**config.mk**
```make
export PLATFORM = sky130hd
export DESIGN_NAME = sd_card_host_register_file_flat
export DESIGN_NICKNAME = d
export VERILOG_FILES = /design/src/sdh_pkg.sv /design/src/sdh_stream_if.sv /design/src/sdh_clk_div.sv /design/src/sd_card_host_register_file.sv /design/src/flat_wrapper.sv
export SDC_FILE = /design/constraint.sdc
export NUM_CORES = 1
export LEC_CHECK = 0
export BUFFER_PORTS_ARGS = -buffer_cell sky130_fd_sc_hd__buf_4
export CORE_ASPECT_RATIO = 0.6
export CORE_MARGIN = 8
export CORE_UTILIZATION = 25
export CTS_BUF_LIST = sky130_fd_sc_hd__clkbuf_16
export CTS_CLUSTER_SIZE = 30
export DETAILED_ROUTE_END_ITERATION = 10
export GPL_ROUTABILITY_DRIVEN = 0
export SYNTH_ARGS = -nofsm -noshare
export SYNTH_HDL_FRONTEND = slang
export SYNTH_HIERARCHICAL = 1
export SYNTH_SLANG_ARGS = --single-unit
```
**constraint.sdc**
```tcl
create_clock -name clk_i -period 3.7 [get_ports clk_i]
set_clock_uncertainty 0.15 [all_clocks]
set_input_delay 0.37 -clock clk_i [delete_from_list [all_inputs] [get_ports clk_i]]
set_output_delay 0.37 -clock clk_i [all_outputs]
set_load 0.1 [all_outputs]
```
**src/sdh_pkg.sv**
```systemverilog
// Package: types and constants shared by the SD card host register file.
`timescale 1ns / 1ps
package sdh_pkg;

  localparam int unsigned DataW = 32;
  localparam int unsigned IdxW  = 10;
  localparam int unsigned SlowW = 24;
  localparam int unsigned FastW = 8;
  localparam int unsigned WdogW = 16;
  localparam int unsigned CmdW  = 7;
  localparam int unsigned CrcW  = 7;

  // bus operation codes
  localparam logic [1:0] OpNone  = 2'd0;
  localparam logic [1:0] OpRead  = 2'd1;
  localparam logic [1:0] OpWrite = 2'd2;

  // register word indexes
  localparam logic [IdxW-1:0] RegDivisor  = 10'h000;
  localparam logic [IdxW-1:0] RegControl  = 10'h001;
  localparam logic [IdxW-1:0] RegWatchdog = 10'h002;
  localparam logic [IdxW-1:0] RegStatus   = 10'h004;
  localparam logic [IdxW-1:0] RegCmdLog   = 10'h005;
  localparam logic [IdxW-1:0] RegArgument = 10'h006;
  localparam logic [IdxW-1:0] RegIfCond   = 10'h008;

  // capture codes with this bit set carry no event
  localparam int unsigned CmdNoEventBit = 6;

  typedef struct packed {
    logic [1:0]       operation;
    logic [IdxW-1:0]  reg_index;
    logic [DataW-1:0] write_data;
    logic             slow_clock_select;
    logic [4:0]       card_lines;
    logic [3:0]       error_code;
    logic [2:0]       card_type;
    logic [CmdW-1:0]  request_cmd;
    logic [CmdW-1:0]  response_cmd;
    logic [DataW-1:0] response_arg;
    logic [CrcW-1:0]  crc_received;
    logic [CrcW-1:0]  crc_computed;
  } sdh_in_t;

  typedef struct packed {
    logic             read_valid;
    logic [DataW-1:0] read_data;
    logic             sck_level;
    logic             sck_rise;
    logic             sck_fall;
    logic [WdogW-1:0] watchdog_value;
    logic             error_clear_pulse;
    logic             spi_mode_out;
    logic             pcie_12v_out;
    logic             pcie_avail_out;
    logic [3:0]       voltage_out;
    logic [7:0]       check_pattern_out;
  } sdh_out_t;

  typedef struct packed {
    logic advance;
    logic enable;
    logic slow_sel;
    logic restart;
  } sdh_div_ctl_t;

  typedef struct packed {
    logic level;
    logic rise;
    logic fall;
  } sdh_div_stat_t;

endpackage

```
**src/sdh_stream_if.sv**
```systemverilog
// Interface: valid/ready stream channel with a typed payload.
`timescale 1ns / 1ps
interface sdh_stream_if #(
  parameter type payload_t = logic
);
  logic     valid;
  logic     ready;
  payload_t payload;

  modport source (output valid, output payload, input ready);
  modport sink (input valid, input payload, output ready);
endinterface

```
**src/sdh_clk_div.sv**
```systemverilog
// Card clock divider: counter, compare against the selected divisor, level toggle.
`timescale 1ns / 1ps
module sdh_clk_div (
  input  logic                       clk_i,
  input  logic                       rst_ni,
  input  sdh_pkg::sdh_div_ctl_t      ctl_i,
  input  logic [sdh_pkg::SlowW-1:0]  slow_div_i,
  input  logic [sdh_pkg::FastW-1:0]  fast_div_i,
  output sdh_pkg::sdh_div_stat_t     stat_o
);
  import sdh_pkg::*;

  logic [SlowW-1:0] count_q, count_d;
  logic             level_q, level_d;
  logic [SlowW-1:0] limit;
  logic             hit;

  always_comb begin
    limit = ctl_i.slow_sel ? slow_div_i : {{(SlowW-FastW){1'b0}}, fast_div_i};
    hit   = ctl_i.enable && (count_q >= limit);
    if (ctl_i.restart || hit) begin
      count_d = '0;
    end else if (ctl_i.enable) begin
      count_d = count_q + SlowW'(1);
    end else begin
      count_d = count_q;
    end
    level_d = level_q ^ hit;
  end

  assign stat_o.level = level_q;
  assign stat_o.rise  = hit & ~level_q;
  assign stat_o.fall  = hit & level_q;

  always_ff @(posedge clk_i or negedge rst_ni) begin
    if (!rst_ni) begin
      count_q <= '0;
      level_q <= 1'b0;
    end else if (ctl_i.advance) begin
      count_q <= count_d;
      level_q <= level_d;
    end
  end
endmodule

```
**src/sd_card_host_register_file.sv**
```systemverilog
// Top level: SD card host register file with card clock divider.
//
//  channel | dir | payload   | transfer
//  in_i    | in  | sdh_in_t  | valid & ready, one transaction per system tick
//  out_o   | out | sdh_out_t | valid & ready, one transaction per input
//
// One transaction per cycle while out_o is not stalled: state and the result
// register update at the accepting edge; the result appears on out_o the next cycle.
// in_i.ready stays high while the result register is empty or being drained,
// so transactions flow back to back. Async active-low reset clears all state but res_q.
// The divider only advances on accepted transactions.
`timescale 1ns / 1ps
module sd_card_host_register_file (
  input  logic         clk_i,
  input  logic         rst_ni,
  sdh_stream_if.sink   in_i,
  sdh_stream_if.source out_o
);
  import sdh_pkg::*;

  sdh_in_t          in_p;
  logic             accept;
  logic             access, wr;
  logic [DataW-1:0] rdata;
  sdh_div_ctl_t     div_ctl;
  sdh_div_stat_t    div_stat;
  sdh_out_t         res_d, res_q;
  logic             out_valid_q;

  logic             clk_en_q, spi_sel_q, clr_pend_q;
  logic [SlowW-1:0] slow_div_q;
  logic [FastW-1:0] fast_div_q;
  logic [WdogW-1:0] wdog_q;
  logic [5:0]       last_req_q, last_rsp_q;
  logic [CrcW-1:0]  last_crc_rx_q, last_crc_calc_q;
  logic [DataW-1:0] last_arg_q;
  logic             pcie_12v_q, pcie_avail_q;
  logic [3:0]       voltage_q;
  logic [7:0]       pattern_q;

  assign in_p     = in_i.payload;
  assign in_i.ready = !out_valid_q || out_o.ready;
  assign accept   = in_i.valid && in_i.ready;
  assign access   = (in_p.operation == OpRead) || (in_p.operation == OpWrite);
  assign wr       = (in_p.operation == OpWrite);

  always_comb begin
    unique case (in_p.reg_index)
      RegDivisor:  rdata = {fast_div_q, slow_div_q};
      RegControl:  rdata = {23'd0, in_p.card_lines, spi_sel_q, 2'b00, clk_en_q};
      RegWatchdog: rdata = {16'd0, wdog_q};
      RegStatus:   rdata = {17'd0, in_p.card_type, 8'd0, in_p.error_code};
      RegCmdLog:   rdata = {1'b0, last_crc_calc_q, 1'b0, last_crc_rx_q,
                            2'b00, last_rsp_q, 2'b00, last_req_q};
      RegArgument: rdata = last_arg_q;
      RegIfCond:   rdata = {18'd0, pcie_12v_q, pcie_avail_q, voltage_q, pattern_q};
      default:     rdata = '0;
    endcase
  end

  assign div_ctl.advance  = accept;
  assign div_ctl.enable   = clk_en_q;
  assign div_ctl.slow_sel = in_p.slow_clock_select;
  assign div_ctl.restart  = wr && (in_p.reg_index == RegDivisor);

  sdh_clk_div u_clk_div (
    .clk_i      (clk_i),
    .rst_ni     (rst_ni),
    .ctl_i      (div_ctl),
    .slow_div_i (slow_div_q),
    .fast_div_i (fast_div_q),
    .stat_o     (div_stat)
  );

  always_comb begin
    res_d.read_valid        = access;
    res_d.read_data         = access ? rdata : '0;
    res_d.sck_level         = div_stat.level;
    res_d.sck_rise          = div_stat.rise;
    res_d.sck_fall          = div_stat.fall;
    res_d.watchdog_value    = wdog_q;
    res_d.error_clear_pulse = clr_pend_q;
    res_d.spi_mode_out      = spi_sel_q;
    res_d.pcie_12v_out      = pcie_12v_q;
    res_d.pcie_avail_out    = pcie_avail_q;
    res_d.voltage_out       = voltage_q;
    res_d.check_pattern_out = pattern_q;
  end

  // register state
  always_ff @(posedge clk_i or negedge rst_ni) begin
    if (!rst_ni) begin
      clk_en_q        <= 1'b0;
      spi_sel_q       <= 1'b0;
      clr_pend_q      <= 1'b0;
      slow_div_q      <= '0;
      fast_div_q      <= '0;
      wdog_q          <= '0;
      last_req_q      <= '0;
      last_rsp_q      <= '0;
      last_crc_rx_q   <= '0;
      last_crc_calc_q <= '0;
      last_arg_q      <= '0;
      pcie_12v_q      <= 1'b0;
      pcie_avail_q    <= 1'b0;
      voltage_q       <= '0;
      pattern_q       <= '0;
    end else if (accept) begin
      clr_pend_q <= 1'b0;
      if (!in_p.request_cmd[CmdNoEventBit]) begin
        last_req_q <= in_p.request_cmd[5:0];
      end
      if (!in_p.response_cmd[CmdNoEventBit]) begin
        last_rsp_q      <= in_p.response_cmd[5:0];
        last_crc_rx_q   <= in_p.crc_received;
        last_crc_calc_q <= in_p.crc_computed;
        last_arg_q      <= in_p.response_arg;
      end
      if (wr) begin
        unique case (in_p.reg_index)
          RegDivisor: begin
            fast_div_q <= in_p.write_data[31:24];
            slow_div_q <= in_p.write_data[23:0];
          end
          RegControl: begin
            clk_en_q   <= in_p.write_data[0];
            clr_pend_q <= in_p.write_data[1];
            spi_sel_q  <= in_p.write_data[3];
          end
          RegWatchdog: begin
            wdog_q <= in_p.write_data[15:0];
          end
          RegIfCond: begin
            pattern_q    <= in_p.write_data[7:0];
            voltage_q    <= in_p.write_data[11:8];
            pcie_avail_q <= in_p.write_data[12];
            pcie_12v_q   <= in_p.write_data[13];
          end
          default: begin
          end
        endcase
      end
    end
  end

  // result register
  always_ff @(posedge clk_i or negedge rst_ni) begin
    if (!rst_ni) begin
      out_valid_q <= 1'b0;
    end else if (in_i.ready) begin
      out_valid_q <= in_i.valid;
    end
  end

  always_ff @(posedge clk_i) begin
    if (accept) begin
      res_q <= res_d;
    end
  end

  assign out_o.valid   = out_valid_q;
  assign out_o.payload = res_q;
endmodule

```
**src/flat_wrapper.sv**
```systemverilog
// flat-port wrapper written by rule: the top's interface ports become plain ports
module sd_card_host_register_file_flat import sdh_pkg::*;
  (clk_i, rst_ni, in_i_valid, in_i_payload, in_i_ready, out_o_valid, out_o_payload, out_o_ready);
  sdh_stream_if #(.payload_t(sdh_in_t)) in_i_i ();
  sdh_stream_if #(.payload_t(sdh_out_t)) out_o_i ();
  input  logic clk_i;
  input  logic rst_ni;
  input wire logic [$bits(in_i_i.valid)-1:0] in_i_valid;
  input wire logic [$bits(in_i_i.payload)-1:0] in_i_payload;
  output wire logic [$bits(in_i_i.ready)-1:0] in_i_ready;
  output wire logic [$bits(out_o_i.valid)-1:0] out_o_valid;
  output wire logic [$bits(out_o_i.payload)-1:0] out_o_payload;
  input wire logic [$bits(out_o_i.ready)-1:0] out_o_ready;
  assign in_i_i.valid = in_i_valid;
  assign in_i_i.payload = in_i_payload;
  assign in_i_ready = in_i_i.ready;
  assign out_o_valid = out_o_i.valid;
  assign out_o_payload = out_o_i.payload;
  assign out_o_i.ready = out_o_ready;
  sd_card_host_register_file u_core (.clk_i(clk_i), .rst_ni(rst_ni), .in_i(in_i_i), .out_o(out_o_i));
endmodule
```
==> summary.txt, run 1 <==
Place
  • Inst Count DP: 1496
  • Port bufs: 190
  • DP HPWL: 25230 um

STA
  • Final count of negative-setup-slack endpoints: 0
  • Minimum clock period: 2.737 ns
  • Max_slew headroom: 0.4172
  • Final hold viol count: 0
  • Hold WS: 0.07337 ns
  • Crit share post-route: 0.7398
  • Highest Clock Rate: 0.3653 GHz
  • Fin. max-slew vios: 0
  • Worst Tran Pin Value: 0.8723 ns
  • Setup_tns: 0 ns
  • RSZ-0062 raised after global routing: no

Setup path
  • CP required: 4.01 ns
  • Critical path origin: u_core/slow_div_q[23]$_DFFE_PN0P_
  • Crit path DAT: 3.05 ns
  • Start of the worst register-to-register path: u_core/slow_div_q[23]$_DFFE_PN0P_
  • Critical path fanouts, max: 5
  • Crit Path Class: reg -> reg
  • Crit start category: flip-flop
  • Crit path capture type: flip-flop

CTS
  • CTS Buf Count: 22
  • Clock tree buffer depth: 3
  • CTS resizes: 0
  • Clock slew at reported path FFs: 0.07 ns
  • TritonCTS sink count: 217
  • Clock Latency Late Sink: 0.54 ns
  • Clock H-tree levels: 1
  • CTS tree: built
  • Root Buffer: clkbuf_16

Route
  • Via-per-instance ratio: 4.813
  • DR pass1 iterations: 5
  • DRC violation count after routing: 0
  • Starting DRC count in detailed routing: 650
  • Final wirelength: 34600 um
  • Vias: 7845
  • Post-DRT Antenna Nets: 0
  • Drt wl/cell: 21.23 um

Global routing
  • First-pass GRT wire length: 51820 um
  • All-Layer GR Usage: 0.1411
  • Pin count of the biggest net entering global routing: 88
  • Vias in the first global route: 8211
  • Initial antenna violation count: 1
  • Global route total overflow: 0

Floorplanning
  • Initial Utilization: 0.2527
  • Io pins: 191
  • Core Box Area: 0.04029 sq mm
  • # rows: 57
  • Die height: 172.3 um
  • Chip Width: 276.6 um
  • DIE AREA: 0.04766 sq mm

Power
  • Peak supply drop: 290.5 uV
  • Ratio of total power to cell area: 417.5 mW/mm^2
  • Leakage power: 5.894 nW
  • PnR Total Power: 0.005820 W

Synthesis
  • Synth Flop Type: dfrtp_1
  • YS warnings: 6
  • Cell count after synthesis: 795
  • Post-synth design cell area: 0.01018 sq mm
  • Seq/Total Area, Yosys: 0.5667
  • Number of synthesized flops with an enable pin: 68
  • Netlist cell types: 65
  • Synth Register Bits: 217
  • Mean Syn Cell Area: 12.81 sq um
  • Syn Nets: 944
  • Async S/R FF share, synth: 0.6866

Flow run
  • Max cap viols: 0

Worst hold path
  • Worst Hold Class: in -> reg
  • Hold wc startpoint: in_i_payload[52]

Final layout
  • Finished Core Util: 0.3460
  • Share of layout cells above drive strength 1: 0.3607
  • Fin cells: 1630
  • Final nets: 1231
  • Layout area overhead: 36.90%

Run status
  • Status: finished clean
==> flip-flops by register name, indices dropped and copies added, names as in the netlist, 4 cells and up <==
register	cells
u_core/pattern_q	8
u_core/last_req_q	6
u_core/fast_div_q	8
u_core/u_clk_div/count_q	24
u_core/wdog_q	16
u_core/last_crc_rx_q	7
u_core/slow_div_q	24
u_core/voltage_q	4
u_core/last_arg_q	32
u_core/last_crc_calc_q	7
u_core/last_rsp_q	6
u_core/out_o.payload	68
==> logic make-up (layout without fill, tap and decap cells) <==
group | Yosys count | in the layout | share of synthesized area
AOI/OAI and AO/OA | 114 | 114 | 0.07950
buffers and inverters | 54 | 357 | 0.02506
adders and majority gates | 28 | 28 | 0.03440
muxes | 145 | 145 | 0.1621
DFF | 217 | 217 | 0.5667
xor gates and xnor gates | 21 | 21 | 0.01806
and+or+nand+nor | 216 | 216 | 0.1143
other | 0 | 1 | 0
==> power by group <==
group	internal (W)	total, W	leakage, nW	switching (W)
clock network	0.00124	0.00226	0.362	0.00102
logic	0.000331	0.000837	2.92	0.000506
registers	0.00264	0.00273	2.61	0.0000888
==> placed cells by master (no fill, tap or decap), types with 5 or more instances in the layout <==
cell type      Yosys  routed
a21o_1            21      21
a21oi_1           29      29
a221oi_1           6       6
a22o_1             7       7
a31oi_1            5       5
a32oi_1            5       5
and3_1             9       9
buf_4              6     209
clkbuf_16          0      22
dfrtp_1          149     148
dlygate4sd3_1      0      93
edfxtp_1          68      68
ha_1              28      28
inv_1             12      16
mux2_2           118     118
mux2_4            10      10
mux2i_1           16      16
nand2_1           56      56
nand3_1           55      55
nand3b_1           5       5
nand4_1           10      10
nor2_1            39      38
nor3_1             5       5
o21ai_0           10      10
o22ai_1            5       5
xnor2_1           13      13
xor2_1             8       8
==> final cells by class <==
type                       count  area, sq um
antenna                        1        2.502
fill                        3962        26350
tap                          531        664.4
clock buffer                  22        550.5
sequential                   217         5772
inverter                      12        48.80
clock inverter                18        157.7
timing repair buffer         305         2551
multi-input combinational    524         4194
==> metrics by stage <==
| step | setup slack, ns | cell area [sq um] |
|---|---|---|
| 2_1_floorplan | 0.1775 | 10200 |
| 3_3_place_gp | 0.6350 | 12300 |
| 3_5_place_dp | 0.6313 | 12300 |
| 4_1_cts | 0.9753 | 13940 |
| 5_1_grt | 0.7914 | 13940 |
| 6_report | 0.9626 | 13940 |
==> path summary, 6_finish.rpt <==
check	to	slack [ns]	depth (start not counted)
max reg2reg	u_core/u_clk_div/level_q$_DFFE_PN0P_	0.96	9
max	u_core/u_clk_div/level_q$_DFFE_PN0P_	0.96	9
min	u_core/last_rsp_q[0]$_DFFE_PN0P_	0.07	3
min in group asynchronous	u_core/last_arg_q[21]$_DFFE_PN0P_	0.25	2
max in group asynchronous	u_core/last_arg_q[0]$_DFFE_PN0P_	2.18	3
min reg2reg	u_core/out_o.payload[15]$_DFFE_PP_	0.31	0
==> layer usage <==
metal  vias up  global-route usage  wire length [um]
li1       3512                   -                 -
met1      3972              0.1947             15850
met2       311              0.2263             15640
met3        50             0.03235              2432
met4         0             0.02855               676
met5         -                   0                 0
==> what timing repair did <==
item	in CTS	in global routing
setup endpoints to repair	0	0
hold endpoints to repair	185	0
buffers inserted	0	0
hold buffers	93	0
==> critical path, cell delays in order, from the launching register on <==
cell	delay [ns]
dfrtp_1	0.46
nand2_1	0.10
ha_1	0.30
nand4_1	0.24
or2_1	0.33
a2111oi_2	0.27
a211o_1	0.30
and2_2	0.19
ha_1	0.22
a21oi_1	0.12
==> synth_stat cells, types with 7 or more instances <==
cell type | count | area, sq um
a21o_1 | 21 | 157.7
a21oi_1 | 29 | 145.1
a22o_1 | 7 | 61.31
and3_1 | 9 | 56.30
clkbuf_1 | 23 | 86.33
dfrtp_1 | 149 | 3729
edfxtp_1 | 68 | 2042
ha_1 | 28 | 350.3
inv_1 | 12 | 45.04
mux2_2 | 118 | 1329
mux2_4 | 10 | 150.1
mux2i_1 | 16 | 160.2
nand2_1 | 56 | 210.2
nand3_1 | 55 | 275.3
nand4_1 | 10 | 62.56
nor2_1 | 39 | 146.4
o21ai_0 | 10 | 50.05
xnor2_1 | 13 | 113.9
xor2_1 | 8 | 70.07
Note: power is estimated with default switching activity, not from simulation.
==> run 2: changes to the inputs <==
ABC_AREA = 1   (was unset)
clock period = 2.25 ns   (was 3.7 ns; I/O delays follow)
==> run 2 against run 1 <==
Maximum frequency rose by 26%. Worst hold slack got worse by 0.029 ns. Highest routed layer is now met5. First-iteration DRC count rose by 26%. Sequential power rose by 64%. Design area rose by 6.3%. Flip-flop and latch count did not move. Global-route usage rose by 0.061 points. Total power rose by 68%. Utilization rose by 0.72 points. Synthesized area rose by 4.4%.
==> summary.txt, run 2 <==
Global routing
  • All-Layer GR Usage: 0.1417 (+0.0006076)
  • Met2 GRT Util: 0.2258 (-0.0004867)
  • Initial antenna violation count: 2 (+1)
  • Vias in the first global route: 9115 (+11%)
  • First-pass GRT wire length: 54520 um (+5.2%)
  • Met1 Use GR: 0.1924 (-0.002280)
  • Pin count of the biggest net entering global routing: 75 (-15%)
  • Global Route met3 Usage: 0.04108 (+0.008736)
  • Gr busiest metal: met2
  • Global route total overflow: 0 (unchanged)

Final layout
  • Max reg flops: 68 (unchanged)
  • Share of layout cells above drive strength 1: 0.2693 (-0.09135)
  • Most common cell after layout, fill and taps aside: buf_4
  • Commonest non-fill, non-tap cells in the layout: buf_4, nand2_1, dfrtp_1
  • FF/Latch Area: 0.005778 sq mm (+0.11%)
  • Diode count: 0 (-1)
  • Final nets: 1596 (+30%)
  • Layout area overhead: 39.29%
  • Area of the multi-input gates: 0.004198 sq mm (about the same)
  • Fill count: 4321 (+9.1%)
  • Fin cells: 2033 (+25%)

CTS
  • CTS Buf Count: 22 (unchanged)
  • CTS tree: built
  • Clock tree buffer depth: 3 (unchanged)
  • Clock Latency Late Sink: 0.53 ns (about the same)
  • TritonCTS sink count: 217 (unchanged)
  • Root Buffer: clkbuf_16
  • Clock slew at reported path FFs: 0.07 ns (about the same)
  • Clock H-tree levels: 1 (unchanged)

Synthesis
  • Post-synth design cell area: 0.01064 sq mm (+4.4%)
  • Area leader, netlist: dfrtp_1
  • Netlist cell types: 46 (-29%)
  • Async S/R FF share, synth: 0.6866 (unchanged)
  • Top-count cell post-synth: nand2_1
  • Mean Syn Cell Area: 9.437 sq um (-26%)
  • Cell count after synthesis: 1127 (+42%)
  • YS warnings: 6 (unchanged)
  • Top-area cell type share of the netlist area: 0.3506 (-0.01555)
  • Number of synthesized flops with an enable pin: 68 (unchanged)
  • Seq/Total Area, Yosys: 0.5426 (-0.02407)
  • Syn Nets: 1276 (+35%)
  • Post-synth top cells: nand2_1, dfrtp_1, nor2_1
  • Synth Flop Type: dfrtp_1
  • Synth top area cells: dfrtp_1, edfxtp_1, nand2_1
  • Synth Register Bits: 217 (unchanged)

Power
  • Peak supply drop: 381.6 uV (+31%)
  • Ratio of total power to cell area: 659.5 mW/mm^2 (+58%)
  • Leakage power: 6.957 nW (+18%)
  • PnR Total Power: 0.009770 W (+68%)

Floorplanning
  • Initial Utilization: 0.2535 (+0.0008250)
  • Core Box Area: 0.04195 sq mm (+4.1%)
  • Die height: 175.8 um (+2.0%)
  • DIE AREA: 0.04961 sq mm (+4.1%)
  • Io pins: 191 (unchanged)
  • Chip Width: 282.3 um (+2.1%)
  • # rows: 58 (+1.8%)

Worst hold path
  • Worst Hold Class: in -> async

Place
  • Inst Count DP: 1887 (+26%)
  • Pre-CTS WS: -0.1587 ns (-0.7901 ns)
  • Port bufs: 190 (unchanged)
  • DP HPWL: 27150 um (+7.6%)

Setup path
  • Worst setup endpoint: u_core/last_req_q[3]$_DFFE_PN0P_
  • FF-to-FF path depth: 5 (-4)
  • Critical path fanouts, max: 6 (+1)
  • R2r setup slk: 0.07 ns (-0.89 ns)
  • Start of the worst register-to-register path: u_core/out_o.valid$_DFFE_PN0N_
  • R2r endpoint: u_core/last_req_q[3]$_DFFE_PN0P_
  • Crit start category: flip-flop
  • Crit path capture type: flip-flop
  • Crit Path Class: reg -> reg
  • Critical path origin: u_core/out_o.valid$_DFFE_PN0N_
  • CP required: 2.51 ns (-1.50 ns)
  • Crit path DAT: 2.44 ns (-0.61 ns)

STA
  • Final count of negative-setup-slack endpoints: 0 (unchanged)
  • PnR worst setup slack: 0.07027 ns (-0.8924 ns)
  • Final hold viol count: 0 (unchanged)
  • Max_slew headroom: 0.6162 (+0.1990)
  • Highest Clock Rate: 0.4588 GHz (+26%)
  • Worst Tran Pin Value: 0.5757 ns (-0.2966 ns)
  • Minimum clock period: 2.180 ns (-0.5576 ns)
  • Crit share post-route: 0.9688 (+0.2289)
  • Fin. max-slew vios: 0 (unchanged)

Route
  • Starting DRC count in detailed routing: 816 (+26%)
  • Post-DRT Antenna Nets: 0 (unchanged)
  • Vias: 9007 (+15%)
  • Via-per-instance ratio: 4.430 (-7.9%)
  • DRC violation count after routing: 0 (unchanged)
  • Final wirelength: 36190 um (+4.6%)
  • DR pass1 iterations: 5 (unchanged)
  • Drt wl/cell: 17.80 um (-16%)

Flow run
  • Max cap viols: 0 (unchanged)

Run status
  • Status: finished clean
[run 2: cell type report]
class,instances,share of cell area
multi-input cells,746,0.2834
clock buffers,23,0.03885
clock inverters,17,0.01039
inverters,119,0.03150
flip-flops and latches,217,0.3900
repair buffers,341,0.1977
well taps,570,0.04814
[run 2: metal layers]
layer | routed length (um) | share of wire
met5 | 27 | 0.00075
met1 | 16130 | 0.45
met3 | 2948 | 0.081
met4 | 582 | 0.016
met2 | 16510 | 0.46
[run 2: how the worst min path moves through the flow]
stage,from,end,slack [ns]
final,rst_ni,u_core/wdog_q[8]$_DFFE_PN0P_,0.04
after global routing,in_i_payload[66],u_core/out_o.payload[38]$_SDFFCE_PN0P_,0.07
after CTS,rst_ni,u_core/wdog_q[8]$_DFFE_PN0P_,0.05
after detailed placement,rst_ni,u_core/wdog_q[8]$_DFFE_PN0P_,0.03
after global placement,rst_ni,u_core/wdog_q[8]$_DFFE_PN0P_,0.03
after floorplan,rst_ni,u_core/clk_en_q$_DFFE_PN0P_,-0.22
[run 2: kinds of logic after synthesis]
family | after synthesis | share of synthesized area
adders and majority gates | 28 | 0.03294
AOI/OAI and AO/OA | 133 | 0.06777
DFF | 217 | 0.5426
xor gates and xnor gates | 14 | 0.01153
buffers and inverters | 164 | 0.07200
and+or+nand+nor | 527 | 0.2274
muxes | 44 | 0.04577
[run 2: worst max-delay path, stage by stage, from the launching register on]
cell	delay, ns
dfrtp_4	0.51
nand2_8	0.09
nand2_4	0.10
or2_2	0.37
mux2_2	0.28
dlygate4sd3_1	0.55
[run 2: power breakdown]
group | total, W | switching, W | internal [W]
clock network | 0.00381 | 0.00170 | 0.00212
registers | 0.00448 | 0.000130 | 0.00435
logic | 0.00148 | 0.000925 | 0.000554
total | 0.00977 | 0.00275 | 0.00702
[run 2: stage by stage]
stage / util / hold slack (ns) / setup TNS [ns] / area, sq um
after floorplan: - / -0.2206 / -59.48 / 10730
after global placement: 0.3094 / 0.03367 / -0.6772 / 12980
after detailed placement: 0.3094 / 0.03121 / -2.684 / 12980
after CTS: 0.3509 / 0.05243 / 0 / 14720
after global routing: 0.3532 / 0.07202 / -0.01191 / 14810
final: 0.3532 / 0.04428 / 0 / 14810
[run 2: what timing repair did]
item | 4_1_cts | 5_1_grt
hold endpoints to repair | 271 | 0
setup buffers | 0 | 5
resized for setup | 0 | 17
setup endpoints to repair | 0 | 26
hold buffers | 101 | 0
==> run 3: changes to the inputs <==
CTS_BUF_LIST = unset   (was sky130_fd_sc_hd__clkbuf_16)
SKIP_LAST_GASP = 1   (was unset)
==> run 3 against run 2 <==
Utilization is 0.054 points higher. Die area stayed put. Critical endpoint unchanged. Largest power group unchanged. Worst hold slack better by 0.0013 ns. Critical path depth stayed put. Setup slack better by 0.0015 ns. Largest cell class unchanged. Combinational power hardly changed. Maximum frequency hardly changed. Clock power is 2% higher. Cell count stayed put.
==> summary.txt, run 3 (synthesis gave the netlist of run 2 again) <==
Run status
  • Status: finished clean

Floorplanning
  • Initial Utilization: 0.2535 (unchanged)
  • Die height: 175.8 um (unchanged)
  • Io pins: 191 (unchanged)
  • DIE AREA: 0.04961 sq mm (unchanged)
  • # rows: 58 (unchanged)
  • Core Box Area: 0.04195 sq mm (unchanged)
  • Chip Width: 282.3 um (unchanged)

STA
  • Setup_tns: 0 ns (unchanged)
  • Final count of negative-setup-slack endpoints: 0 (unchanged)
  • Crit share post-route: 0.9681 (about the same)
  • Fin. max-slew vios: 0 (unchanged)
  • Hold WS: 0.04554 ns (+0.001260 ns)
  • Minimum clock period: 2.178 ns (-0.001526 ns)
  • Highest Clock Rate: 0.4591 GHz (about the same)
  • Max_slew headroom: 0.6146 (-0.001598)
  • Final hold viol count: 0 (unchanged)
  • Worst Tran Pin Value: 0.5781 ns (+0.002398 ns)

Power
  • Clock power frac: 0.396 (+0.006)
  • Power share of the sequential group: 0.454 (-0.004)
  • PnR Total Power: 0.009855 W (+0.87%)
  • Leakage power: 6.956 nW (about the same)
  • Comb pwr share: 0.150 (about the same)
  • P_sw: 0.002756 W (+0.12%)
  • Ratio of total power to cell area: 664.3 mW/mm^2 (+0.72%)
  • Internal power: 0.007100 W (+1.2%)
  • Peak supply drop: 380.8 uV (-0.20%)
  • Switching Share: 0.2796 (-0.002094)

CTS
  • CTS Buf Count: 22 (unchanged)
  • Clock tree buffer depth: 3 (unchanged)
  • Clock H-tree levels: 1 (unchanged)
  • TritonCTS sink count: 217 (unchanged)
  • CTS tree: built
  • Clock slew at reported path FFs: 0.07 ns (about the same)
  • Root Buffer: clkbuf_16
  • Clock Latency Late Sink: 0.52 ns (about the same)

Final layout
  • Share of layout cells above drive strength 1: 0.2714 (+0.002051)
  • Final nets: 1596 (unchanged)
  • Finished Core Util: 0.3537 (+0.0005370)
  • Layout area overhead: 39.51%
  • FF/Latch Area: 0.005778 sq mm (unchanged)
  • Diode count: 0 (unchanged)
  • Max reg flops: 68 (unchanged)
  • Commonest non-fill, non-tap cells in the layout: buf_4, nand2_1, dfrtp_1
  • Area of the multi-input gates: 0.004200 sq mm (about the same)
  • Fill count: 4318 (-0.069%)
  • Most common cell after layout, fill and taps aside: buf_4

Global routing
  • Global route total overflow: 0 (unchanged)
  • Vias in the first global route: 9118 (+0.033%)
  • First-pass GRT wire length: 54510 um (about the same)
  • All-Layer GR Usage: 0.1417 (unchanged)
  • Pin count of the biggest net entering global routing: 75 (unchanged)
  • Initial antenna violation count: 2 (unchanged)

Route
  • Drt wl/cell: 17.81 um (about the same)
  • DRC violation count after routing: 0 (unchanged)
  • Starting DRC count in detailed routing: 834 (+2.2%)
  • Post-DRT Antenna Nets: 0 (unchanged)
  • Final wirelength: 36200 um (about the same)
  • Via-per-instance ratio: 4.448 (+0.39%)
  • DR pass1 iterations: 5 (unchanged)
  • Vias: 9042 (+0.39%)

Setup path
  • Crit start category: flip-flop
  • Crit path capture type: flip-flop
  • Critical path fanouts, max: 6 (unchanged)
  • Crit Path Class: reg -> reg
  • Crit path DAT: 2.44 ns (about the same)
  • CP required: 2.51 ns (about the same)

Place
  • DP HPWL: 27150 um (unchanged)
  • Port bufs: 190 (unchanged)

Worst hold path
  • Worst Hold Class: in -> async

Flow run
  • Max cap viols: 0 (unchanged)
==> run 3: layout make-up <==
class	count	area share
well taps	570	0.04807
inverters	119	0.03146
clock buffers	28	0.04141
multi-input cells	746	0.2831
repair buffers	341	0.1974
flip-flops and latches	217	0.3894
clock inverters	12	0.009108
==> run 3: power by group through the flow <==
stage / Combinational, W / Clock (W) / Sequential (W)
floorplan: 0.000388 / 0 / 0.00497
global placement: 0.00130 / 0 / 0.00455
detailed placement: 0.00132 / 0 / 0.00456
CTS: 0.00149 / 0.00399 / 0.00448
global route: 0.00157 / 0.00419 / 0.00450
finish: 0.00148 / 0.00390 / 0.00448
==> run 3: path summary, 6_finish.rpt <==
| path | start | end | slack [ns] | cells after the start |
|---|---|---|---|---|
| max in group asynchronous | rst_ni | u_core/last_arg_q[20]$_DFFE_PN0P_ | 1.26 | 3 |
| min in group clk_i | in_i_payload[69] | u_core/out_o.payload[41]$_SDFFCE_PN0P_ | 0.06 | 5 |
| max | u_core/out_o.valid$_DFFE_PN0N_ | u_core/last_req_q[3]$_DFFE_PN0P_ | 0.07 | 5 |
| max reg2reg | u_core/out_o.valid$_DFFE_PN0N_ | u_core/last_req_q[3]$_DFFE_PN0P_ | 0.07 | 5 |
| min reg2reg | u_core/wdog_q[15]$_DFFE_PN0P_ | u_core/out_o.payload[31]$_DFFE_PP_ | 0.30 | 0 |
| min | rst_ni | u_core/wdog_q[8]$_DFFE_PN0P_ | 0.05 | 2 |
==> run 3: timing repair <==
item,in CTS,in global routing
endpoints found under the setup margin,0,26
buffers inserted,0,5
hold endpoints to repair,271,0
gates resized for setup,0,18
hold buffers,101,0
==> run 3: worst max-delay path: stages, from the launching register on <==
cell and delay (ns):
dfrtp_4 0.51, nand2_8 0.09, nand2_4 0.10, or2_2 0.37, mux2_2 0.28, dlygate4sd3_1 0.55
==> run 3: per-layer routing <==
layer | routed length (um) | vias up | global-route usage | share of wire
li1 | - | 4302 | - | -
met1 | 15890 | 4358 | 0.1924 | 0.44
met2 | 16530 | 335 | 0.2259 | 0.46
met3 | 3175 | 43 | 0.04108 | 0.088
met4 | 576 | 4 | 0.02271 | 0.016
met5 | 27 | - | 0 | 0.00075
==> run 3: through the flow <==
step           instance area, sq um  instances  setup slack (ns)
2_1_floorplan                 10730       1127           -0.7511
3_3_place_gp                  12980       1887          -0.04119
3_5_place_dp                  12980       1887           -0.1587
4_1_cts                       14740       2028          0.004305
5_1_grt                       14840       2033          -0.01518
6_report                      14840       2033           0.07180
